`src/rtl/core/sstp_pkg.sv`:
```
package sstp_pkg;

    localparam int MAX_TEXT_CHARS  = 9;
    localparam int DIGIT_POSITIONS = 4;

    localparam int CHAR_W = 8;
    localparam int SEG_W  = 8;
    localparam int BUF_AW = (MAX_TEXT_CHARS > 1) ? $clog2(MAX_TEXT_CHARS) : 1;
    localparam int LEN_W  = $clog2(MAX_TEXT_CHARS + 2);
    localparam int POS_W  = (DIGIT_POSITIONS > 1) ? $clog2(DIGIT_POSITIONS) : 1;

    localparam logic [SEG_W-1:0]  DOT_BIT    = 8'h08;
    localparam logic [SEG_W-1:0]  DASH_BIT   = 8'h80;
    localparam logic [CHAR_W-1:0] CHAR_END   = 8'h00;
    localparam logic [CHAR_W-1:0] CHAR_ZERO  = 8'h30;
    localparam logic [CHAR_W-1:0] CHAR_NINE  = 8'h39;
    localparam logic [CHAR_W-1:0] CHAR_DASH  = 8'h2d;
    localparam logic [CHAR_W-1:0] CHAR_SPACE = 8'h20;
    localparam logic [CHAR_W-1:0] CHAR_DOT   = 8'h2e;
    localparam logic [CHAR_W-1:0] CHAR_COLON = 8'h3a;

    typedef enum logic [2:0] {
        CK_DIGIT,
        CK_DASH,
        CK_SPACE,
        CK_DOT,
        CK_COLON,
        CK_BAD
    } char_kind_t;

    typedef struct packed {
        char_kind_t        kind;
        logic [SEG_W-1:0]  pattern;
    } char_class_t;

    function automatic logic [SEG_W-1:0] digit_pattern(input logic [3:0] d);
        logic [SEG_W-1:0] p;
        unique case (d)
            4'd0:    p = 8'h77;
            4'd1:    p = 8'h14;
            4'd2:    p = 8'hb3;
            4'd3:    p = 8'hb6;
            4'd4:    p = 8'hd4;
            4'd5:    p = 8'he6;
            4'd6:    p = 8'he7;
            4'd7:    p = 8'h34;
            4'd8:    p = 8'hf7;
            4'd9:    p = 8'hf6;
            default: p = 8'h00;
        endcase
        return p;
    endfunction

endpackage

```
`src/rtl/core/sstp_if.sv`:
```
interface sstp_char_if;
    import sstp_pkg::*;

    logic              valid;
    logic              ready;
    logic [CHAR_W-1:0] character;

    modport source (output valid, output character, input ready);
    modport sink   (input valid, input character, output ready);
endinterface

interface sstp_disp_if;
    import sstp_pkg::*;

    logic             valid;
    logic             ready;
    logic [SEG_W-1:0] segments_left;
    logic [SEG_W-1:0] segments_mid_left;
    logic [SEG_W-1:0] segments_mid_right;
    logic [SEG_W-1:0] segments_right;
    logic             colon_lit;
    logic             syntax_error;

    modport source (output valid, output segments_left, output segments_mid_left,
                    output segments_mid_right, output segments_right,
                    output colon_lit, output syntax_error, input ready);
    modport sink   (input valid, input segments_left, input segments_mid_left,
                    input segments_mid_right, input segments_right,
                    input colon_lit, input syntax_error, output ready);
endinterface

```
`src/rtl/core/seven_segment_text_parser_top.sv`:
```
// A non-terminating character produces no result.
// A terminator starts a walk back over the buffered characters (at most 9, fewer once four
// positions fill or a bad character is met; none for an empty or too long string): one
// buffer read per character, then the result is registered.
// Input is held off until the result is loaded into the output register, which lets the next string load.
// Reset (async, active low) clears length, display, colon and handshake state.
module seven_segment_text_parser_top
    import sstp_pkg::*;
(
    input  logic               clk,
    input  logic               rst_n,
    sstp_char_if.sink          text,
    sstp_disp_if.source        display
);

    typedef enum logic [1:0] {
        ST_IDLE,
        ST_WALK,
        ST_FINISH
    } state_t;

    state_t             state_reg;
    logic [LEN_W-1:0]   len_reg;
    logic [LEN_W-1:0]   cnt_reg;
    logic [POS_W-1:0]   pos_reg;
    logic [SEG_W-1:0]   seg_work_reg [DIGIT_POSITIONS];
    logic               colon_work_reg;
    logic [SEG_W-1:0]   shown_seg_reg [DIGIT_POSITIONS];
    logic               shown_colon_reg;
    logic               err_reg;

    logic               out_valid_reg;
    logic [SEG_W-1:0]   out_seg_reg [4];
    logic               out_colon_reg;
    logic               out_err_reg;

    logic [CHAR_W-1:0]  buf_mem [MAX_TEXT_CHARS];
    logic [CHAR_W-1:0]  rd_data_reg;
    logic [LEN_W-1:0]   rd_addr;
    logic               rd_en;
    logic               wr_en;

    logic               in_fire;
    logic               out_free;
    char_class_t        cls;
    logic [SEG_W-1:0]   seg_next;
    logic               colon_next;
    logic               move;
    logic               bad;
    logic               walk_last;

    assign text.ready = (state_reg == ST_IDLE);
    assign in_fire    = text.valid && text.ready;
    assign out_free   = !out_valid_reg || display.ready;
    assign wr_en      = in_fire && (text.character != CHAR_END)
                        && (len_reg < LEN_W'(MAX_TEXT_CHARS));

    // Next buffer address: last character on the terminator, then walk back.
    always_comb
    begin
        rd_addr = '0;
        rd_en   = 1'b0;
        unique case (state_reg)
            ST_IDLE:
            begin
                rd_addr = len_reg - LEN_W'(1);
                rd_en   = (len_reg != '0) && (len_reg <= LEN_W'(MAX_TEXT_CHARS));
            end
            ST_WALK:
            begin
                rd_addr = cnt_reg - LEN_W'(1);
                rd_en   = (cnt_reg != '0);
            end
            default:
            begin
                rd_addr = '0;
                rd_en   = 1'b0;
            end
        endcase
    end

    always_ff @(posedge clk)
    begin
        if (wr_en)
        begin
            buf_mem[len_reg[BUF_AW-1:0]] <= text.character;
        end
        if (rd_en)
        begin
            rd_data_reg <= buf_mem[rd_addr[BUF_AW-1:0]];
        end
    end

    sstp_classify u_classify (
        .character (rd_data_reg),
        .cls       (cls)
    );

    always_comb
    begin
        seg_next   = seg_work_reg[pos_reg];
        colon_next = colon_work_reg;
        move       = 1'b0;
        bad        = 1'b0;
        unique case (cls.kind)
            CK_DIGIT:
            begin
                seg_next = seg_work_reg[pos_reg] | cls.pattern;
                move     = 1'b1;
            end
            CK_DASH:
            begin
                seg_next = seg_work_reg[pos_reg] | DASH_BIT;
                move     = 1'b1;
            end
            CK_SPACE:
            begin
                seg_next = '0;
                move     = 1'b1;
            end
            CK_DOT:
            begin
                seg_next = seg_work_reg[pos_reg] | DOT_BIT;
            end
            CK_COLON:
            begin
                colon_next = 1'b1;
            end
            default:
            begin
                bad = 1'b1;
            end
        endcase
    end

    // Stop once the leftmost position is filled or the buffer is used up.
    assign walk_last = (move && (pos_reg == '0)) || (cnt_reg == '0);

    always_ff @(posedge clk)
    begin
        if (in_fire && (text.character == CHAR_END))
        begin
            for (int k = 0; k < DIGIT_POSITIONS; k++)
            begin
                seg_work_reg[k] <= '0;
            end
            colon_work_reg <= 1'b0;
            pos_reg        <= POS_W'(DIGIT_POSITIONS - 1);
            cnt_reg        <= len_reg - LEN_W'(1);
        end
        else if (state_reg == ST_WALK)
        begin
            seg_work_reg[pos_reg] <= seg_next;
            colon_work_reg        <= colon_next;
            if (move)
            begin
                pos_reg <= pos_reg - POS_W'(1);
            end
            cnt_reg <= cnt_reg - LEN_W'(1);
        end
        if ((state_reg == ST_FINISH) && out_free)
        begin
            for (int k = 0; k < 4; k++)
            begin
                if (DIGIT_POSITIONS - 4 + k >= 0)
                begin
                    out_seg_reg[k] <= shown_seg_reg[DIGIT_POSITIONS - 4 + k];
                end
                else
                begin
                    out_seg_reg[k] <= '0;
                end
            end
            out_colon_reg <= shown_colon_reg;
            out_err_reg   <= err_reg;
        end
    end

    always_ff @(posedge clk or negedge rst_n)
    begin
        if (!rst_n)
        begin
            state_reg       <= ST_IDLE;
            len_reg         <= '0;
            err_reg         <= 1'b0;
            shown_colon_reg <= 1'b0;
            out_valid_reg   <= 1'b0;
            for (int k = 0; k < DIGIT_POSITIONS; k++)
            begin
                shown_seg_reg[k] <= '0;
            end
        end
        else
        begin
            if ((state_reg == ST_FINISH) && out_free)
            begin
                out_valid_reg <= 1'b1;
            end
            else if (display.ready)
            begin
                out_valid_reg <= 1'b0;
            end
            unique case (state_reg)
                ST_IDLE:
                begin
                    if (in_fire)
                    begin
                        if (text.character != CHAR_END)
                        begin
                            if (len_reg < LEN_W'(MAX_TEXT_CHARS))
                            begin
                                len_reg <= len_reg + LEN_W'(1);
                            end
                            else
                            begin
                                len_reg <= LEN_W'(MAX_TEXT_CHARS + 1);
                            end
                        end
                        else
                        begin
                            len_reg <= '0;
                            priority if (len_reg > LEN_W'(MAX_TEXT_CHARS))
                            begin
                                err_reg   <= 1'b1;
                                state_reg <= ST_FINISH;
                            end
                            else if (len_reg == '0)
                            begin
                                // empty string: blank the display
                                for (int k = 0; k < DIGIT_POSITIONS; k++)
                                begin
                                    shown_seg_reg[k] <= '0;
                                end
                                shown_colon_reg <= 1'b0;
                                err_reg         <= 1'b0;
                                state_reg       <= ST_FINISH;
                            end
                            else
                            begin
                                state_reg <= ST_WALK;
                            end
                        end
                    end
                end
                ST_WALK:
                begin
                    if (bad)
                    begin
                        err_reg   <= 1'b1;
                        state_reg <= ST_FINISH;
                    end
                    else if (walk_last)
                    begin
                        for (int k = 0; k < DIGIT_POSITIONS; k++)
                        begin
                            shown_seg_reg[k] <= (k == int'(pos_reg)) ? seg_next
                                                                     : seg_work_reg[k];
                        end
                        shown_colon_reg <= colon_next;
                        err_reg         <= 1'b0;
                        state_reg       <= ST_FINISH;
                    end
                end
                ST_FINISH:
                begin
                    if (out_free)
                    begin
                        state_reg <= ST_IDLE;
                    end
                end
                default:
                begin
                    state_reg <= ST_IDLE;
                end
            endcase
        end
    end

    assign display.valid              = out_valid_reg;
    assign display.segments_left      = out_seg_reg[0];
    assign display.segments_mid_left  = out_seg_reg[1];
    assign display.segments_mid_right = out_seg_reg[2];
    assign display.segments_right     = out_seg_reg[3];
    assign display.colon_lit          = out_colon_reg;
    assign display.syntax_error       = out_err_reg;

endmodule

```
`src/rtl/core/sstp_classify.sv`:
```
module sstp_classify
    import sstp_pkg::*;
(
    input  logic [CHAR_W-1:0] character,
    output char_class_t       cls
);

    logic [CHAR_W-1:0] offset;

    assign offset = character - CHAR_ZERO;

    always_comb
    begin
        cls.pattern = 8'h00;
        priority if (character >= CHAR_ZERO && character <= CHAR_NINE)
        begin
            cls.kind    = CK_DIGIT;
            cls.pattern = digit_pattern(offset[3:0]);
        end
        else if (character == CHAR_DASH)
        begin
            cls.kind = CK_DASH;
        end
        else if (character == CHAR_SPACE)
        begin
            cls.kind = CK_SPACE;
        end
        else if (character == CHAR_DOT)
        begin
            cls.kind = CK_DOT;
        end
        else if (character == CHAR_COLON)
        begin
            cls.kind = CK_COLON;
        end
        else
        begin
            cls.kind = CK_BAD;
        end
    end

endmodule

```
`src/flat_wrapper.sv`:
```
// flat-port wrapper written by rule: the top's interface ports become plain ports
module seven_segment_text_parser_top_flat import sstp_pkg::*;
  (clk, rst_n, text_valid, text_character, text_ready, display_valid, display_segments_left, display_segments_mid_left, display_segments_mid_right, display_segments_right, display_colon_lit, display_syntax_error, display_ready);
  sstp_char_if text_i ();
  sstp_disp_if display_i ();
  input  logic clk;
  input  logic rst_n;
  input wire logic [$bits(text_i.valid)-1:0] text_valid;
  input wire logic [$bits(text_i.character)-1:0] text_character;
  output wire logic [$bits(text_i.ready)-1:0] text_ready;
  output wire logic [$bits(display_i.valid)-1:0] display_valid;
  output wire logic [$bits(display_i.segments_left)-1:0] display_segments_left;
  output wire logic [$bits(display_i.segments_mid_left)-1:0] display_segments_mid_left;
  output wire logic [$bits(display_i.segments_mid_right)-1:0] display_segments_mid_right;
  output wire logic [$bits(display_i.segments_right)-1:0] display_segments_right;
  output wire logic [$bits(display_i.colon_lit)-1:0] display_colon_lit;
  output wire logic [$bits(display_i.syntax_error)-1:0] display_syntax_error;
  input wire logic [$bits(display_i.ready)-1:0] display_ready;
  assign text_i.valid = text_valid;
  assign text_i.character = text_character;
  assign text_ready = text_i.ready;
  assign display_valid = display_i.valid;
  assign display_segments_left = display_i.segments_left;
  assign display_segments_mid_left = display_i.segments_mid_left;
  assign display_segments_mid_right = display_i.segments_mid_right;
  assign display_segments_right = display_i.segments_right;
  assign display_colon_lit = display_i.colon_lit;
  assign display_syntax_error = display_i.syntax_error;
  assign display_i.ready = display_ready;
  seven_segment_text_parser_top u_core (.clk(clk), .rst_n(rst_n), .text(text_i), .display(display_i));
endmodule
```
`config.mk`:
```
export PLATFORM = sky130hd
export DESIGN_NAME = seven_segment_text_parser_top_flat
export DESIGN_NICKNAME = d
export VERILOG_FILES = /design/src/rtl/core/sstp_pkg.sv /design/src/rtl/core/sstp_if.sv /design/src/rtl/core/seven_segment_text_parser_top.sv /design/src/rtl/core/sstp_classify.sv /design/src/flat_wrapper.sv
export SDC_FILE = /design/constraint.sdc
export NUM_CORES = 1
export LEC_CHECK = 0
export ABC_AREA = 1
export BUFFER_PORTS_ARGS = -buffer_cell sky130_fd_sc_hd__buf_2
export CAP_MARGIN = 25
export CORE_ASPECT_RATIO = 0.7
export CORE_MARGIN = 2
export CORE_UTILIZATION = 35
export CTS_CLUSTER_DIAMETER = 60
export CTS_CLUSTER_SIZE = 30
export DETAILED_ROUTE_END_ITERATION = 6
export GPL_TIMING_DRIVEN = 1
export PLACE_DENSITY = 0.48
export SLEW_MARGIN = 40
export SYNTH_ARGS = -nofsm -noshare
export SYNTH_HDL_FRONTEND = slang
export SYNTH_SLANG_ARGS = --single-unit
```
`constraint.sdc`:
```
create_clock -name clk -period 6.6 [get_ports clk]
set_input_delay 0.33 -clock clk [delete_from_list [all_inputs] [get_ports clk]]
set_output_delay 0.33 -clock clk [all_outputs]
set_load 0.1 [all_outputs]
```
==> out/results.ini <==
[status]
status = complete, no violations

[critical_path]
path_cells = inv_1, ha_1, inv_1, nor2_1, o21ai_1, nand2_2, nand2_2, nand2_2, nand3_2, nand2_1, nand2_1
cp_common_cell = nand2_2
crit_required_ns = 6.93
crit_path_max_fanout = 33
cp_slowest_stage_delay_ns = 0.58
arrival_ns = 2.97
r2r_cells = 11
crit_path_end_kind = flip-flop
critPathLaunchType = flip-flop
crit_slowest_cell = nand3_2
worstSetupPathType = reg2reg

[route]
drtIter0Drc = 622
drt_wl_total_um = 22500
drtAntennaViolNets = 0
first_pass_iters = 6
drc = 0
vias = 6510
wl_per_cell_um = 16.6
vias_per_cell = 4.81

[synthesis]
synth_seq_cells = 196
avgSynthCellArea_um2 = 9.47
ys.flop_type = edfxtp_1
synth_nets = 994
syn_inst = 967
synth_top_cell_area_share_pct = 49.2
synth_edf_count = 150
synth_area_leaders = edfxtp_1 49%, nand2_1 13%, dfrtp_1 11%
syn_area_mm2 = 0.00915
synthArstFlopShare_pct = 20.9
yosys.area.top_type = edfxtp_1
yosysWarnings = 0
yosys.cell_types.count = 40
seq_area_frac_synth_pct = 61.5

[place]
place.gp.congestion = 0.816
numPortBuffers = 47
placed_cell_area_mm2 = 0.00979
dpl.hpwl_um = 16000
dp_slack_ns = 3.92

[pwr]
totalPowerFinal_mw = 5.14
power_frac_seq_pct = 35.6
pwr-share-clk_pct = 20.2
leakagePower_nw = 4.68
irDropWorstVdd_v = 0.000238
powerDensity_mw_per_mm2 = 495
power.switching_mw = 2.37
combPwrFrac_pct = 44.2
p_int_mw = 2.77
p_sw_share_pct = 46.1

[clocking]
cts_tree = done
cts_buffer_depth = 2
clkLatencyLatePin_ns = 0.45
cts_buffers = 17
cts-root-buf = clkbuf_16
cts.sinks = 196
ctsResizeCount = 0
cts_setup_buffers = 0
htree_levels = 4
clk_pin_slew_ns = 0.08

[grt]
grt_max_degree = 48
grt_pass1_wl_um = 35400
grtUsageTotal_pct = 17.0
grt_pass1_vias = 5957
overflow = 0
antenna_found_initial = 0

[final_layout]
fin_nets = 1036
largest_reg_flops = 72
nFillCells = 2561
mostFrequentLayoutCell = nand2_1
diodes = 0
final_area_mm2 = 0.0104
drive_gt1_share_pct = 11.5
most-common-layout-cells = 306 x nand2_1, 150 x edfxtp_1, 107 x inv_1, 102 x nor2_1, 77 x nand3_1
syn2layout_area_growth_pct = 13.3

[floorplanning]
core_area_mm2 = 0.0257
die_width_um = 197
die_area_mm2 = 0.0275
die_h_um = 139
pin_count = 48
num_rows = 49
initial_core_util_pct = 35.6

[sta]
fin_tns_setup_ns = 0
skew_ns = 0.0122
max_clock_freq_mhz = 380
rsz0062_at_grt = false
slew_headroom_pct = 48.8
hold_viol_final = 0
min_period_over_period_pct = 39.9
finalSetupViolations = 0
min_period_ns = 2.63
final.setup.worst_slack_ns = 3.97
slew_viol_final = 0
holdWs_ns = 0.206
worst_slew_pin_slew_ns = 0.768

[run]
drv_cap = 0

[worst_hold_path]
whs_path_depth = 1
min_path_type = in2reg

[cells by family (layout without fill, tap and decap cells)]
group	after synthesis	count (layout)	share of synthesized area [%]
XOR/XNOR	3	3	0.287
AO/OA/AOI/OAI	85	85	5.44
flip-flops	196	196	61.5
buffers and inverters	139	194	6.33
multiplexers	3	3	0.328
AND/OR/NAND/NOR	526	526	24.1
adder cells (fa/ha/maj)	15	15	2.05
[metrics by stage]
| step | util (%) | std cells |
|---|---|---|
| 2_1_floorplan | - | 967 |
| 3_3_place_gp | 37.7 | 1318 |
| 3_5_place_dp | 38.1 | 1320 |
| 4_1_cts | 40.4 | 1353 |
| 5_1_grt | 40.4 | 1353 |
| 6_report | 40.4 | 1353 |
[power by group through the flow]
stage / clock, mW / sequential (mW) / combinational, mW
floorplan: 0 / 2.18 / 1.36
global placement: 0 / 1.86 / 2.22
detailed placement: 0 / 1.86 / 2.26
CTS: 1.06 / 1.83 / 2.27
global route: 1.11 / 1.86 / 2.51
finish: 1.04 / 1.83 / 2.27
[critical path: cells and delay by family (launching register included)]
kind            cells  cell delay [ns]
compound gates      1             0.12
flops               1             0.48
fa+ha+maj           1             0.27
buf+inv             2             0.24
simple gates        7             1.39
[final cells by class]
cell class	count	area, µm²	area share [%]
flip-flops and latches	196	5630	54.3
multi-input cells	632	3040	29.3
clock buffers	19	443	4.27
inverters	111	417	4.02
well taps	331	414	3.99
repair buffers	51	298	2.87
clock inverters	13	136	1.31
[synthesized netlist by cell type (3+ instances only)]
| cell | count |
|---|---|
| buf_2 | 4 |
| a31oi_1 | 3 |
| nand2_2 | 7 |
| nand3_1 | 77 |
| ha_1 | 15 |
| buf_4 | 8 |
| o21ai_0 | 27 |
| clkbuf_1 | 13 |
| inv_1 | 107 |
| nor2_2 | 5 |
| mux2i_1 | 3 |
| nand2_1 | 306 |
| a21oi_1 | 32 |
| dfxtp_1 | 5 |
| o211ai_1 | 15 |
| inv_2 | 3 |
| nor3_1 | 5 |
| edfxtp_1 | 150 |
| dfrtp_1 | 41 |
| nor2_1 | 106 |
| buf_6 | 3 |
| and2_1 | 6 |
[final timing paths]
path	from	slack, ns	to
hold / removal	text_character[4]	0.21	u_core.buf_mem[5][4]$_DFFE_PP_
setup reg to reg	u_core.rd_data_reg[1]$_DFFE_PP_	3.97	u_core.shown_seg_reg[21]$_DFFE_PN0P_
hold reg to reg	u_core.shown_seg_reg[22]$_DFFE_PN0P_	0.45	u_core.out_seg_reg[1][6]$_DFFE_PP_
min in group asynchronous	rst_n	0.42	u_core.shown_seg_reg[2]$_DFFE_PN0P_
setup / recovery	u_core.rd_data_reg[1]$_DFFE_PP_	3.97	u_core.shown_seg_reg[21]$_DFFE_PN0P_
max in group asynchronous	rst_n	5.77	u_core.len_reg[1]$_DFFE_PN0P_
[layer usage]
metal	track usage (%)	part of all wire, %	vias to the layer above
li1	-	-	3248
met1	29.2	56	3068
met2	20.7	37	182
met3	3.73	6.2	12
met4	4.12	0.73	0
met5	0	0	-
[timing repair]
item | CTS | global route
endpoints found under the setup margin | 0 | 0
hold buffers | 1 | 0
endpoints found under the hold margin | 41 | 0
Power figures use the tool's default switching activity.
